===== src/rtl/wtfac_pkg.sv =====
// ============================================================================
// wtfac_pkg - shared types and constants for the wheel trial factoriser
// Holds the result kinds, controller states, divider status and the 2-3-5
// wheel step table.
// ============================================================================
package wtfac_pkg;

    localparam int NUM_W       = 64;   // width of the number and value ports
    localparam int LIMIT_W     = 32;   // width of the iteration limit register
    localparam int DEF_WIDTH   = 64;   // default working width
    localparam int MAX_RESULTS = 64;   // most results in one run
    localparam int CNT_W       = $clog2(MAX_RESULTS);
    localparam int PADDR_W     = 3;
    localparam int PDATA_W     = 32;
    localparam int POS_W       = 4;
    localparam int STEP_W      = 3;

    localparam logic [POS_W-1:0] WHEEL_LAST = 4'd10;
    localparam logic [POS_W-1:0] WHEEL_LOOP = 4'd3;

    // Register index, taken from the word address bit of paddr
    localparam logic REG_LIMIT = 1'b0;

    typedef enum logic [1:0] {
        KIND_DIVISOR  = 2'd0,
        KIND_COFACTOR = 2'd1,
        KIND_GAVE_UP  = 2'd2
    } t_kind;

    typedef enum logic [1:0] {
        S_IDLE,
        S_TRY,
        S_DIV,
        S_CHECK
    } t_state;

    typedef struct packed {
        logic busy;
        logic done;
    } t_div_stat;

    // Step to the next candidate from wheel position pos
    function automatic logic [STEP_W-1:0] wheel_step(input logic [POS_W-1:0] pos);
        logic [STEP_W-1:0] step;
        case (pos)
            4'd0:    step = 3'd1;
            4'd1:    step = 3'd2;
            4'd2:    step = 3'd2;
            4'd3:    step = 3'd4;
            4'd4:    step = 3'd2;
            4'd5:    step = 3'd4;
            4'd6:    step = 3'd2;
            4'd7:    step = 3'd4;
            4'd8:    step = 3'd6;
            4'd9:    step = 3'd2;
            4'd10:   step = 3'd6;
            default: step = 3'd1;
        endcase
        return step;
    endfunction

    // Wrap back to the start of the repeating eight steps
    function automatic logic [POS_W-1:0] wheel_next(input logic [POS_W-1:0] pos);
        return (pos == WHEEL_LAST) ? WHEEL_LOOP : POS_W'(pos + 1'b1);
    endfunction

endpackage


===== src/rtl/wtfac_div.sv =====
// ============================================================================
// wtfac_div - radix-2 digit-recurrence divider
// Shifts the dividend in one bit a cycle and retires one quotient digit a
// cycle. Divisor must be held during the run.
// ============================================================================
module wtfac_div #(
    parameter int WIDTH = wtfac_pkg::DEF_WIDTH
) (
    input  logic                  i_clk,
    input  logic                  i_rst_n,
    input  logic                  i_start,
    input  logic [WIDTH-1:0]      i_dividend,
    input  logic [WIDTH-1:0]      i_divisor,
    output logic [WIDTH-1:0]      o_quotient,
    output logic [WIDTH-1:0]      o_remainder,
    output wtfac_pkg::t_div_stat  o_stat
);

    localparam int CW = $clog2(WIDTH);

    logic [WIDTH-1:0] r_rem;
    logic [WIDTH-1:0] r_quo;
    logic [CW-1:0]    r_cnt;
    logic             r_busy;
    logic             r_done;

    logic [WIDTH:0]   trial;
    logic [WIDTH:0]   diff;

    // Bring down the next dividend bit and try the subtraction
    assign trial = {r_rem, r_quo[WIDTH-1]};
    assign diff  = trial - {1'b0, i_divisor};

    always_ff @(posedge i_clk) begin
        if (!i_rst_n) begin
            r_busy <= 1'b0;
            r_done <= 1'b0;
            r_cnt  <= '0;
        end else begin
            r_done <= 1'b0;
            if (i_start) begin
                r_busy <= 1'b1;
                r_cnt  <= CW'(WIDTH - 1);
            end else if (r_busy) begin
                if (r_cnt == '0) begin
                    r_busy <= 1'b0;
                    r_done <= 1'b1;
                end else begin
                    r_cnt <= r_cnt - 1'b1;
                end
            end
        end
    end

    always_ff @(posedge i_clk) begin
        if (i_start) begin
            r_rem <= '0;
            r_quo <= i_dividend;
        end else if (r_busy) begin
            if (!diff[WIDTH]) begin
                r_rem <= diff[WIDTH-1:0];
                r_quo <= {r_quo[WIDTH-2:0], 1'b1};
            end else begin
                r_rem <= trial[WIDTH-1:0];
                r_quo <= {r_quo[WIDTH-2:0], 1'b0};
            end
        end
    end

    assign o_quotient  = r_quo;
    assign o_remainder = r_rem;
    assign o_stat.busy = r_busy;
    assign o_stat.done = r_done;

endmodule


===== src/rtl/wheel_trial_factorizer.sv =====
// ============================================================================
// wheel_trial_factorizer - trial-division factoriser on a 2-3-5 wheel
// Takes one number per transaction and returns its factors, then the
// remaining cofactor or a gave-up result, the last one flagged.
// ============================================================================
// One number is worked at a time. Each trial candidate passes through S_TRY,
// which checks the limit and launches the bit-serial divider (one quotient
// digit per cycle), S_DIV, which waits for its done flag, and S_CHECK, which
// decides. The candidate square test comes from the same division, since
// cand*cand > n exactly when cand > n / cand. About 8/30 of the integers up
// to the square root of the cofactor are tried as candidates.
// A new number is taken as soon as the previous run has produced its last
// result, even while that result still waits in the output register.
// iteration_limit lives at byte address 0 of the APB port; zero disables it.
module wheel_trial_factorizer #(
    parameter int WIDTH = wtfac_pkg::DEF_WIDTH
) (
    input  logic                              i_clk,
    input  logic                              i_rst_n,
    // number transactions
    input  logic                              i_in_valid,
    output logic                              o_in_ready,
    input  logic [wtfac_pkg::NUM_W-1:0]       i_number,
    // result transactions
    output logic                              o_out_valid,
    input  logic                              i_out_ready,
    output logic [wtfac_pkg::NUM_W-1:0]       o_value,
    output logic [1:0]                        o_kind,
    output logic                              o_last,
    // configuration
    input  logic                              psel,
    input  logic                              penable,
    input  logic                              pwrite,
    input  logic [wtfac_pkg::PADDR_W-1:0]     paddr,
    input  logic [wtfac_pkg::PDATA_W-1:0]     pwdata,
    output logic [wtfac_pkg::PDATA_W-1:0]     prdata,
    output logic                              pready
);

    // ------------------------------------------------------------------
    // Configuration register
    // ------------------------------------------------------------------
    logic [wtfac_pkg::LIMIT_W-1:0] r_limit;

    assign pready = 1'b1;

    // Decode on the word address bit; byte offsets are ignored
    always_ff @(posedge i_clk) begin
        if (!i_rst_n) begin
            r_limit <= '0;
        end else if (psel && penable && pwrite && pready
                     && paddr[2] == wtfac_pkg::REG_LIMIT) begin
            r_limit <= pwdata;
        end
    end

    assign prdata = (paddr[2] == wtfac_pkg::REG_LIMIT) ? r_limit : '0;

    // ------------------------------------------------------------------
    // Run state
    // ------------------------------------------------------------------
    wtfac_pkg::t_state              r_state, n_state;
    logic [WIDTH-1:0]               r_num, n_num;     // current cofactor
    logic [WIDTH-1:0]               r_cand, n_cand;   // trial candidate
    logic [wtfac_pkg::POS_W-1:0]    r_pos, n_pos;     // wheel position
    logic [wtfac_pkg::LIMIT_W-1:0]  r_tries, n_tries; // misses since last result
    logic [wtfac_pkg::CNT_W-1:0]    r_count, n_count; // results emitted so far

    // Output register
    logic                           r_out_valid;
    logic [WIDTH-1:0]               r_out_value;
    wtfac_pkg::t_kind               r_out_kind;
    logic                           r_out_last;

    // Divider
    logic                           div_start;
    logic [WIDTH-1:0]               div_q;
    logic [WIDTH-1:0]               div_r;
    wtfac_pkg::t_div_stat           div_stat;

    // Decision signals
    logic                           out_free;
    logic                           emit;
    logic [WIDTH-1:0]               em_value;
    wtfac_pkg::t_kind               em_kind;
    logic                           em_last;
    logic                           cand_over;
    logic                           rem_zero;
    logic [WIDTH:0]                 step_sum;

    wtfac_div #(
        .WIDTH (WIDTH)
    ) u_div (
        .i_clk       (i_clk),
        .i_rst_n     (i_rst_n),
        .i_start     (div_start),
        .i_dividend  (r_num),
        .i_divisor   (r_cand),
        .o_quotient  (div_q),
        .o_remainder (div_r),
        .o_stat      (div_stat)
    );

    // Square exceeds the cofactor exactly when the candidate beats the quotient
    assign cand_over = r_cand > div_q;
    assign rem_zero  = (div_r == '0);
    // Carry out of the add means the candidate wrapped
    assign step_sum  = {1'b0, r_cand} + (WIDTH + 1)'(wtfac_pkg::wheel_step(r_pos));

    assign out_free  = !r_out_valid || i_out_ready;

    // ------------------------------------------------------------------
    // Controller
    // ------------------------------------------------------------------
    always_ff @(posedge i_clk) begin
        if (!i_rst_n) begin
            r_state <= wtfac_pkg::S_IDLE;
        end else begin
            r_state <= n_state;
        end
    end

    always_ff @(posedge i_clk) begin
        r_num   <= n_num;
        r_cand  <= n_cand;
        r_pos   <= n_pos;
        r_tries <= n_tries;
        r_count <= n_count;
    end

    always_comb begin
        n_state   = r_state;
        n_num     = r_num;
        n_cand    = r_cand;
        n_pos     = r_pos;
        n_tries   = r_tries;
        n_count   = r_count;
        emit      = 1'b0;
        em_value  = '0;
        em_kind   = wtfac_pkg::KIND_GAVE_UP;
        em_last   = 1'b1;
        div_start = 1'b0;
        o_in_ready = (r_state == wtfac_pkg::S_IDLE);

        case (r_state)
            wtfac_pkg::S_IDLE: begin
                // Take only the low WIDTH bits of the number
                if (i_in_valid) begin
                    n_num   = i_number[WIDTH-1:0];
                    n_cand  = WIDTH'(2);
                    n_pos   = '0;
                    n_tries = '0;
                    n_count = '0;
                    n_state = wtfac_pkg::S_TRY;
                end
            end
            wtfac_pkg::S_TRY: begin
                // Zero never factors; otherwise stop once the limit is spent
                if (r_num == '0 || (r_limit != '0 && r_tries >= r_limit)) begin
                    if (out_free) begin
                        emit    = 1'b1;
                        n_state = wtfac_pkg::S_IDLE;
                    end
                end else begin
                    div_start = 1'b1;
                    n_state   = wtfac_pkg::S_DIV;
                end
            end
            wtfac_pkg::S_DIV: begin
                if (div_stat.done) begin
                    n_state = wtfac_pkg::S_CHECK;
                end
            end
            wtfac_pkg::S_CHECK: begin
                // When a result is due, hold here until the output register can take it
                if (cand_over) begin
                    if (out_free) begin
                        emit     = 1'b1;
                        em_value = r_num;
                        em_kind  = wtfac_pkg::KIND_COFACTOR;
                        n_state  = wtfac_pkg::S_IDLE;
                    end
                end else if (rem_zero) begin
                    if (out_free) begin
                        emit = 1'b1;
                        if (r_count == wtfac_pkg::CNT_W'(wtfac_pkg::MAX_RESULTS - 1)) begin
                            n_state = wtfac_pkg::S_IDLE;
                        end else begin
                            em_value = r_cand;
                            em_kind  = wtfac_pkg::KIND_DIVISOR;
                            em_last  = 1'b0;
                            n_num    = div_q;
                            n_tries  = '0;
                            n_count  = r_count + 1'b1;
                            n_state  = wtfac_pkg::S_TRY;
                        end
                    end
                end else if (step_sum[WIDTH]) begin
                    if (out_free) begin
                        emit    = 1'b1;
                        n_state = wtfac_pkg::S_IDLE;
                    end
                end else begin
                    n_cand  = step_sum[WIDTH-1:0];
                    n_pos   = wtfac_pkg::wheel_next(r_pos);
                    n_tries = r_tries + 1'b1;
                    n_state = wtfac_pkg::S_TRY;
                end
            end
            default: begin
                n_state = wtfac_pkg::S_IDLE;
            end
        endcase
    end

    // ------------------------------------------------------------------
    // Output register: load on emit, drop once taken
    // ------------------------------------------------------------------
    always_ff @(posedge i_clk) begin
        if (!i_rst_n) begin
            r_out_valid <= 1'b0;
        end else if (emit) begin
            r_out_valid <= 1'b1;
        end else if (i_out_ready) begin
            r_out_valid <= 1'b0;
        end
    end

    always_ff @(posedge i_clk) begin
        if (emit) begin
            r_out_value <= em_value;
            r_out_kind  <= em_kind;
            r_out_last  <= em_last;
        end
    end

    assign o_out_valid = r_out_valid;
    assign o_value     = wtfac_pkg::NUM_W'(r_out_value);
    assign o_kind      = r_out_kind;
    assign o_last      = r_out_last;

    // ------------------------------------------------------------------
    // Assertions
    // ------------------------------------------------------------------
    // Never overwrite a result that is still waiting
    a_emit_free: assert property (@(posedge i_clk) disable iff (!i_rst_n)
        emit |-> out_free)
        else $error("result emitted into a full output register");

    // The divider only finishes while the controller waits for it
    a_done_in_div: assert property (@(posedge i_clk) disable iff (!i_rst_n)
        div_stat.done |-> r_state == wtfac_pkg::S_DIV)
        else $error("divider finished outside the divide state");

    // Idle means no division is under way
    a_idle_quiet: assert property (@(posedge i_clk) disable iff (!i_rst_n)
        r_state == wtfac_pkg::S_IDLE |-> !div_stat.busy)
        else $error("divider busy while idle");

    // A launch is followed by a running divider
    a_start_busy: assert property (@(posedge i_clk) disable iff (!i_rst_n)
        div_start |=> div_stat.busy && r_state == wtfac_pkg::S_DIV)
        else $error("divider did not start");

endmodule


===== config.mk =====
export PLATFORM = sky130hd
export DESIGN_NAME = wheel_trial_factorizer
export DESIGN_NICKNAME = d
export VERILOG_FILES = /design/src/rtl/wtfac_pkg.sv /design/src/rtl/wtfac_div.sv /design/src/rtl/wheel_trial_factorizer.sv
export SDC_FILE = /design/constraint.sdc
export NUM_CORES = 1
export LEC_CHECK = 0
export ABC_CLOCK_PERIOD_IN_PS = 7470
export BUFFER_PORTS_ARGS = -buffer_cell sky130_fd_sc_hd__buf_2
export CORE_UTILIZATION = 61
export CTS_BUF_LIST = sky130_fd_sc_hd__clkbuf_16
export DETAILED_ROUTE_END_ITERATION = 16
export PLACE_DENSITY_LB_ADDON = 0.15
export RECOVER_POWER = 50
export SYNTH_ARGS = -nofsm -noshare
export SYNTH_HDL_FRONTEND = slang
export SYNTH_SLANG_ARGS = --single-unit

===== constraint.sdc =====
create_clock -name i_clk -period 7.47 [get_ports i_clk]
set_input_delay 1.494 -clock i_clk [delete_from_list [all_inputs] [get_ports i_clk]]
set_output_delay 1.494 -clock i_clk [all_outputs]
set_load 0.05 [all_outputs]

==> flow_summary.toml, run 1 <==
[placement]
hpwl_mm = 52.69
dp.cells = 3412
place_congestion = 0.9512
pre_cts_ws_ps = 2706
numPortBuffers = 204

[detailed_routing]
wl_met3_mm = 4.929
wl_met1_mm = 29.73
wire_per_inst_um = 20.59
first_pass_iters = 6
top_layer_used = "met4"
drc = 0
wirelength_mm = 71.94
viasPerCell = 6.213
vias = 21700
drt_iter0_markers = 2297
wl_met2_mm = 33.92
drtAntennaViolNets = 0

[critical_path]
critical_path.startpoint_type = "flop"
cp.required_ps = 7700
end_kind = "flop"
worstPathArrival_ps = 5990
cp_max_fo = 46
crit_type = "reg2reg"

[clock_tree]
cts_buffers = 45
htreeDepth = 2
cts-hold-fix-buffers = 0
cts_tree = "done"
worstSkewPairLatency_ps = 600
clk_pin_slew_worst_paths_ps = 60
cts_root_buf = "clkbuf_16"
cts_buffer_depth = 3
postCtsResizedCells = 0
cts_sinks = 411
postCtsSetupBuffers = 0

[layout]
final_layout_size_suffix_gt1_frac = 0.07058
antenna_cells = 0
nets = 3206
syn_to_final_growth_pct = 9.929
fin_cells = 3493
nFillCells = 3260

[power]
ir_worst_vdd_uv = 213.4
finalPower_mw = 9.014
cellLeakagePower_nw = 10.79
cellPowerDensity_nw_per_um2 = 324.7

[timing]
final_max_slew_viol_count = 397
worst_pin_slew_ps = 2470
fin_crit_sh = 0.7712
setup_violations = 0
hold_viol_final = 0
worst_slack_ps = 1709
rsz0062_at_grt = "no"
slew_headroom = -0.6469
layout_min_cycle_time_ps = 5761
skew_ps = 32.52
fmax_mhz = 173.6
tns_ps = 0

[floorplan]
start_util = 0.6185
core_um2 = 40830
num_rows = 74
chipWidth_um = 205.5
io_pins = 208
die_y_um = 205.5
die-area_um2 = 42220

[synthesis]
syn_inst = 2792
ys_seq_elements = 411
syn-cell-area_um2 = 25250
synth-main-ff-cell = "edfxtp_1"
yosysWarnings = 0
synth_top_area_share = 0.3579
post_synth_num_cell_types = 84
seq_area_frac_synth = 0.4451
synth_nets = 3071
postSynth.asyncResetShare = 0
synth_area_leaders = "edfxtp_1 (36%), dfxtp_1 (8.7%), ha_1 (8.5%)"
synth_edf_count = 301
synth_top_cell_by_area = "edfxtp_1"
avgSynthCellArea_um2 = 9.045

[run_status]
violations = "max-capacitance violations, max-slew violations"
outcome = "complete, but fails checks"

[hold_path]
hold_path.class = "reg2reg"

[grt]
grt_pass1_vias = 20400
grt_usage = 0.3393
antenna_found_initial = 0
grt_pass1_wl_mm = 110.7
grt_remaining_overflow = 0
grt_max_degree = 128

[flow_run]
max-cap-violations = 7
path summary, 6_finish.rpt:
check,start,to,slack [ps],cells after the start
min reg2reg,r_limit[20],r_limit[20],490,2
min,r_limit[20],r_limit[20],490,2
max reg2reg,r_cand[0],o_value[37],1710,10
max,r_cand[0],o_value[37],1710,10
logic make-up after synthesis:
logic type               count (synthesis)  synth area share
AO/OA/AOI/OAI                          681            0.1704
flip-flops                             411            0.4451
adder cells (fa/ha/maj)                173           0.08631
XOR/XNOR                               146           0.05123
other                                    1         0.0001485
buffers and inverters                  324           0.05058
multiplexers                            16          0.006540
AND/OR/NAND/NOR                       1040            0.1897
stage by stage:
step	area (um^2)	hold slack [ps]	utilization
2_1_floorplan	25250	456.2	-
3_3_place_gp	26580	468.2	0.6509
3_5_place_dp	26580	476.9	0.6509
4_1_cts	27970	484.0	0.6849
5_1_grt	27760	511.8	0.6799
6_report	27760	486.8	0.6799
critical path: stages (launching register included):
cell	delay (ps)
edfxtp_1	430
ha_1	230
fa_1	220
a21oi_1	180
nor2_1	320
and3_1	320
nand4_1	410
or4_1	780
o21ai_0	680
o21ba_1	1090
buf_4	660
placed cells by master (no fill, tap or decap), types with 57 or more instances in the layout:
| cell | instances |
|---|---|
| a21o_1 | 77 |
| a21oi_1 | 119 |
| buf_2 | 102 |
| clkbuf_1 | 106 |
| dfxtp_1 | 109 |
| edfxtp_1 | 301 |
| ha_1 | 171 |
| inv_1 | 197 |
| nand2_1 | 450 |
| nand4_1 | 61 |
| nor2_1 | 259 |
| nor4_1 | 57 |
| o21ai_0 | 263 |
| xnor2_1 | 100 |
final cells by class:
| cell class | instances | area, um^2 | share of cell area |
|---|---|---|---|
| Inverter | 192 | 720.7 | 0.02596 |
| Sequential cell | 411 | 11240 | 0.4050 |
| Clock buffer | 45 | 1126 | 0.04056 |
| Timing Repair Buffer | 220 | 996.0 | 0.03588 |
| Tap cell | 532 | 665.6 | 0.02398 |
| Clock inverter | 36 | 264.0 | 0.009510 |
| Multi-Input combinational cell | 2057 | 12740 | 0.4591 |
synth_stat cells, types with 11 or more instances:
library cell  instances
o21bai_1             11
buf_4                11
a31oi_1              11
a211oi_1             15
o21ai_0             262
nor4_1               56
inv_1               188
edfxtp_1            301
nand2b_1             17
nor3_1               42
xnor2_1             100
and3_1               20
a21boi_0             35
nand4_1              60
xor2_1               44
a21o_1               77
nand3_1              45
nor2_1              259
or3_1                18
mux2i_1              12
nand2_1             450
o21a_1               19
a311oi_1             53
dfxtp_1             110
clkbuf_1            114
ha_1                171
nor2b_1              18
a21oi_1             121
power breakdown:
group | internal, mW | leakage [nW] | switching [mW]
combinational | 1.34 | 6.23 | 2.30
clock | 1.20 | 0.714 | 0.946
sequential | 2.87 | 3.85 | 0.360
total | 5.41 | 10.8 | 3.60
state kept, by name, indices dropped and copies added (netlist names), named ones only:
name               cells
o_value               64
r_cand                64
r_num                 64
u_div.o_quotient      64
u_div.o_remainder     64
r_limit               32
r_tries               32
r_count                6
u_div.r_cnt            6
r_pos                  4
o_kind                 2
r_state                2
o_last                 1
o_out_valid            1
u_div.r_busy           1
u_div.r_done           1
per-layer routing:
| layer | global-route usage | up-vias |
|---|---|---|
| li1 | - | 10260 |
| met1 | 0.4355 | 10370 |
| met5 | 0 | - |
| met3 | 0.05337 | 170 |
| met4 | 0.1558 | 0 |
| met2 | 0.5628 | 904 |
(Power assumes the default switching activity.)
==> run 2: changes to the inputs <==
--- a/config.mk
+++ b/config.mk
@@ -5,9 +5,10 @@
 export SDC_FILE = /design/constraint.sdc
 export NUM_CORES = 1
 export LEC_CHECK = 0
-export ABC_CLOCK_PERIOD_IN_PS = 7470
+export ABC_AREA = 1
+export ABC_CLOCK_PERIOD_IN_PS = 5500
 export BUFFER_PORTS_ARGS = -buffer_cell sky130_fd_sc_hd__buf_2
-export CORE_UTILIZATION = 61
+export CORE_UTILIZATION = 62
 export CTS_BUF_LIST = sky130_fd_sc_hd__clkbuf_16
 export DETAILED_ROUTE_END_ITERATION = 16
 export PLACE_DENSITY_LB_ADDON = 0.15
==> constraint.sdc (replaced) <==
create_clock -name i_clk -period 5.5 [get_ports i_clk]
set_input_delay 1.1 -clock i_clk [delete_from_list [all_inputs] [get_ports i_clk]]
set_output_delay 1.1 -clock i_clk [all_outputs]
set_load 0.05 [all_outputs]
==> run 2 against run 1 <==
Effect of this change:
- hold slack worse by 10 ps
- clock-buffer cell count decreased by 1
- cell area rose by 7.7%
- combinational power increased by 91%
- area after synthesis is 7.0% higher
- largest cell class unchanged
- the run still ends with max-capacitance violations, max-slew violations left
- clock power rose by 53%
- sequential cell count stayed put
- sequential power rose by 48%
- clock skew is 1.2 ps lower
- critical path type unchanged
==> flow_summary.toml, run 2 <==
[run_status]
outcome = "complete, but fails checks"
violations = "max-capacitance violations, max-slew violations"

[synthesis]
syn-cell-area_um2 = 27020
synth_nets = 3803
synth_top_cell_by_area = "edfxtp_1"
synth_edf_count = 301
ys_seq_elements = 411
syn_inst = 3524
seq_area_frac_synth = 0.4160
post_synth_num_cell_types = 58
synth_top_area_share = 0.3345
avgSynthCellArea_um2 = 7.667
synth_area_leaders = "edfxtp_1 (33%), nand2_1 (11%), dfxtp_1 (8.2%)"
synth_common_cells = "nand2_1 (803), inv_1 (517), nor2_1 (390)"
yosysMostFrequentCell = "nand2_1"
synth-main-ff-cell = "edfxtp_1"
yosysWarnings = 0
postSynth.asyncResetShare = 0

[timing]
skew_ps = 31.33
rsz0062_at_grt = "no"
setup_violations = 0
whs_ps = 476.3
tns_ps = 0
final_max_slew_viol_count = 231
layout_min_cycle_time_ps = 4634
slew_headroom = -0.5062
worst_pin_slew_ps = 2259
fmax_mhz = 215.8
hold_viol_final = 0
worst_slack_ps = 865.8
fin_crit_sh = 0.8426

[flow_run]
max-cap-violations = 4

[detailed_routing]
vias = 25620
viasPerCell = 5.933
first_pass_iters = 6
drt_iter0_markers = 3091
wire_per_inst_um = 19.49
wirelength_mm = 84.19
drc = 0
drtAntennaViolNets = 0

[placement]
numPortBuffers = 204
place_congestion = 1.067
hpwl_mm = 64.35
dpl-instance-area_um2 = 28540
pre_cts_ws_ps = 1434
dp.cells = 4237

[power]
ir_worst_vdd_uv = 390.4
internal-power_mw = 8.194
switching_share = 0.4540
seq_power_share = 0.319
switching_power_mw = 6.813
combPwrFrac = 0.462
cellLeakagePower_nw = 12.97
cellPowerDensity_nw_per_um2 = 502.0
clockPowerShare = 0.219

[hold_path]
holdPathStages = 2
hold_path.class = "reg2reg"

[layout]
nets = 3977
most-common-layout-cells = "nand2_1 (801), inv_1 (521), nor2_1 (394)"
multi_input_area_um2 = 13290
fin_cells = 4319
final_layout_size_suffix_gt1_frac = 0.06883
seq_area_um2 = 11240
nFillCells = 3600
final_common_cell = "nand2_1"
final_cell_area_um2 = 29900
syn_to_final_growth_pct = 10.65
antenna_cells = 0

[clock_tree]
cts_buffers = 44
worstSkewPairLatency_ps = 610
clk_pin_slew_worst_paths_ps = 70
postCtsResizedCells = 0
cts_buffer_depth = 3
cts_tree = "done"
cts-hold-fix-buffers = 0
htreeDepth = 2
cts_root_buf = "clkbuf_16"
postCtsSetupBuffers = 0
cts_sinks = 411

[grt]
antenna_found_initial = 3
grt_pass1_vias = 23760
grt_usage = 0.3779
grt_max_degree = 102
grt_pass1_wl_mm = 129.9
grt_remaining_overflow = 0

[floorplan]
die-area_um2 = 44420
start_util = 0.6273
die_y_um = 210.8
io_pins = 208
core_um2 = 43080
num_rows = 76
chipWidth_um = 210.8

[critical_path]
cp.required_ps = 5730
end_kind = "flop"
worstPathArrival_ps = 4860
critical_path.startpoint_type = "flop"
reg2reg_depth = 10
cp_max_fo = 42
crit_type = "reg2reg"
r2r_slack_ps = 870
## run 2: changes by cell type in the layout (fill, tap and decap cells not counted), moves of 33 or more
cell,delta
a21oi_1,+124
nor2_1,+135
a21o_1,-64
nor3_1,+34
nand2_1,+351
inv_1,+324
a21boi_0,-33
xnor2_1,-61
nand3_1,+92
a311oi_1,-53
o32ai_1,+53
## run 2: layer usage
| layer | wire [um] | track usage | vias up |
|---|---|---|---|
| li1 | - | - | 12150 |
| met1 | 35190 | 0.5169 | 11880 |
| met2 | 36410 | 0.5788 | 1390 |
| met3 | 8451 | 0.07478 | 200 |
| met4 | 4120 | 0.1752 | 4 |
| met5 | 25 | 0 | - |
## run 2: area by class of cell
cell class	instances	area share
clock inverter	38	0.01657
clock buffer	44	0.03683
multi-input combinational	2483	0.4444
sequential	411	0.3760
inverter	532	0.06679
tap	585	0.02448
timing repair buffer	226	0.03494
## run 2: power groups by stage
stage / registers [mW] / clock network [mW] / logic [mW]
global route: 4.86 / 3.42 / 7.69
global placement: 4.78 / 0 / 6.60
CTS: 4.76 / 3.29 / 6.82
finish: 4.79 / 3.28 / 6.94
floorplan: 4.91 / 0 / 4.76
detailed placement: 4.81 / 0 / 6.76
## run 2: final timing paths
check                  startpoint              endpoint
min          u_div.o_remainder[3]  u_div.o_remainder[3]
max                    r_cand[55]            r_cand[50]
min reg2reg  u_div.o_remainder[3]  u_div.o_remainder[3]
max reg2reg            r_cand[55]            r_cand[50]
## run 2: cell families after synthesis
group,count (synthesis),share of synthesized area
AOI/OAI and AO/OA,644,0.1337
other,1,0.0001388
xor gates and xnor gates,78,0.02528
buffers and inverters,630,0.09025
DFF,411,0.4160
and+or+nand+nor,1587,0.2539
adders and majority gates,173,0.08067
## run 2: critical path: stages (launching register included)
cell      delay, ps
edfxtp_1        490
ha_1            350
nand2_1          90
nor4_1          300
nand2_1         200
nor2_1          380
nand4_1         260
nand3_1         320
nand3_1         270
inv_1           910
buf_4           670
## run 2: stage by stage
stage               utilization  power, mW
finish                   0.6941      15.01
global route             0.6941      15.97
CTS                      0.6995      14.87
detailed placement       0.6625      11.57
global placement         0.6625      11.38
floorplan                     -      9.668
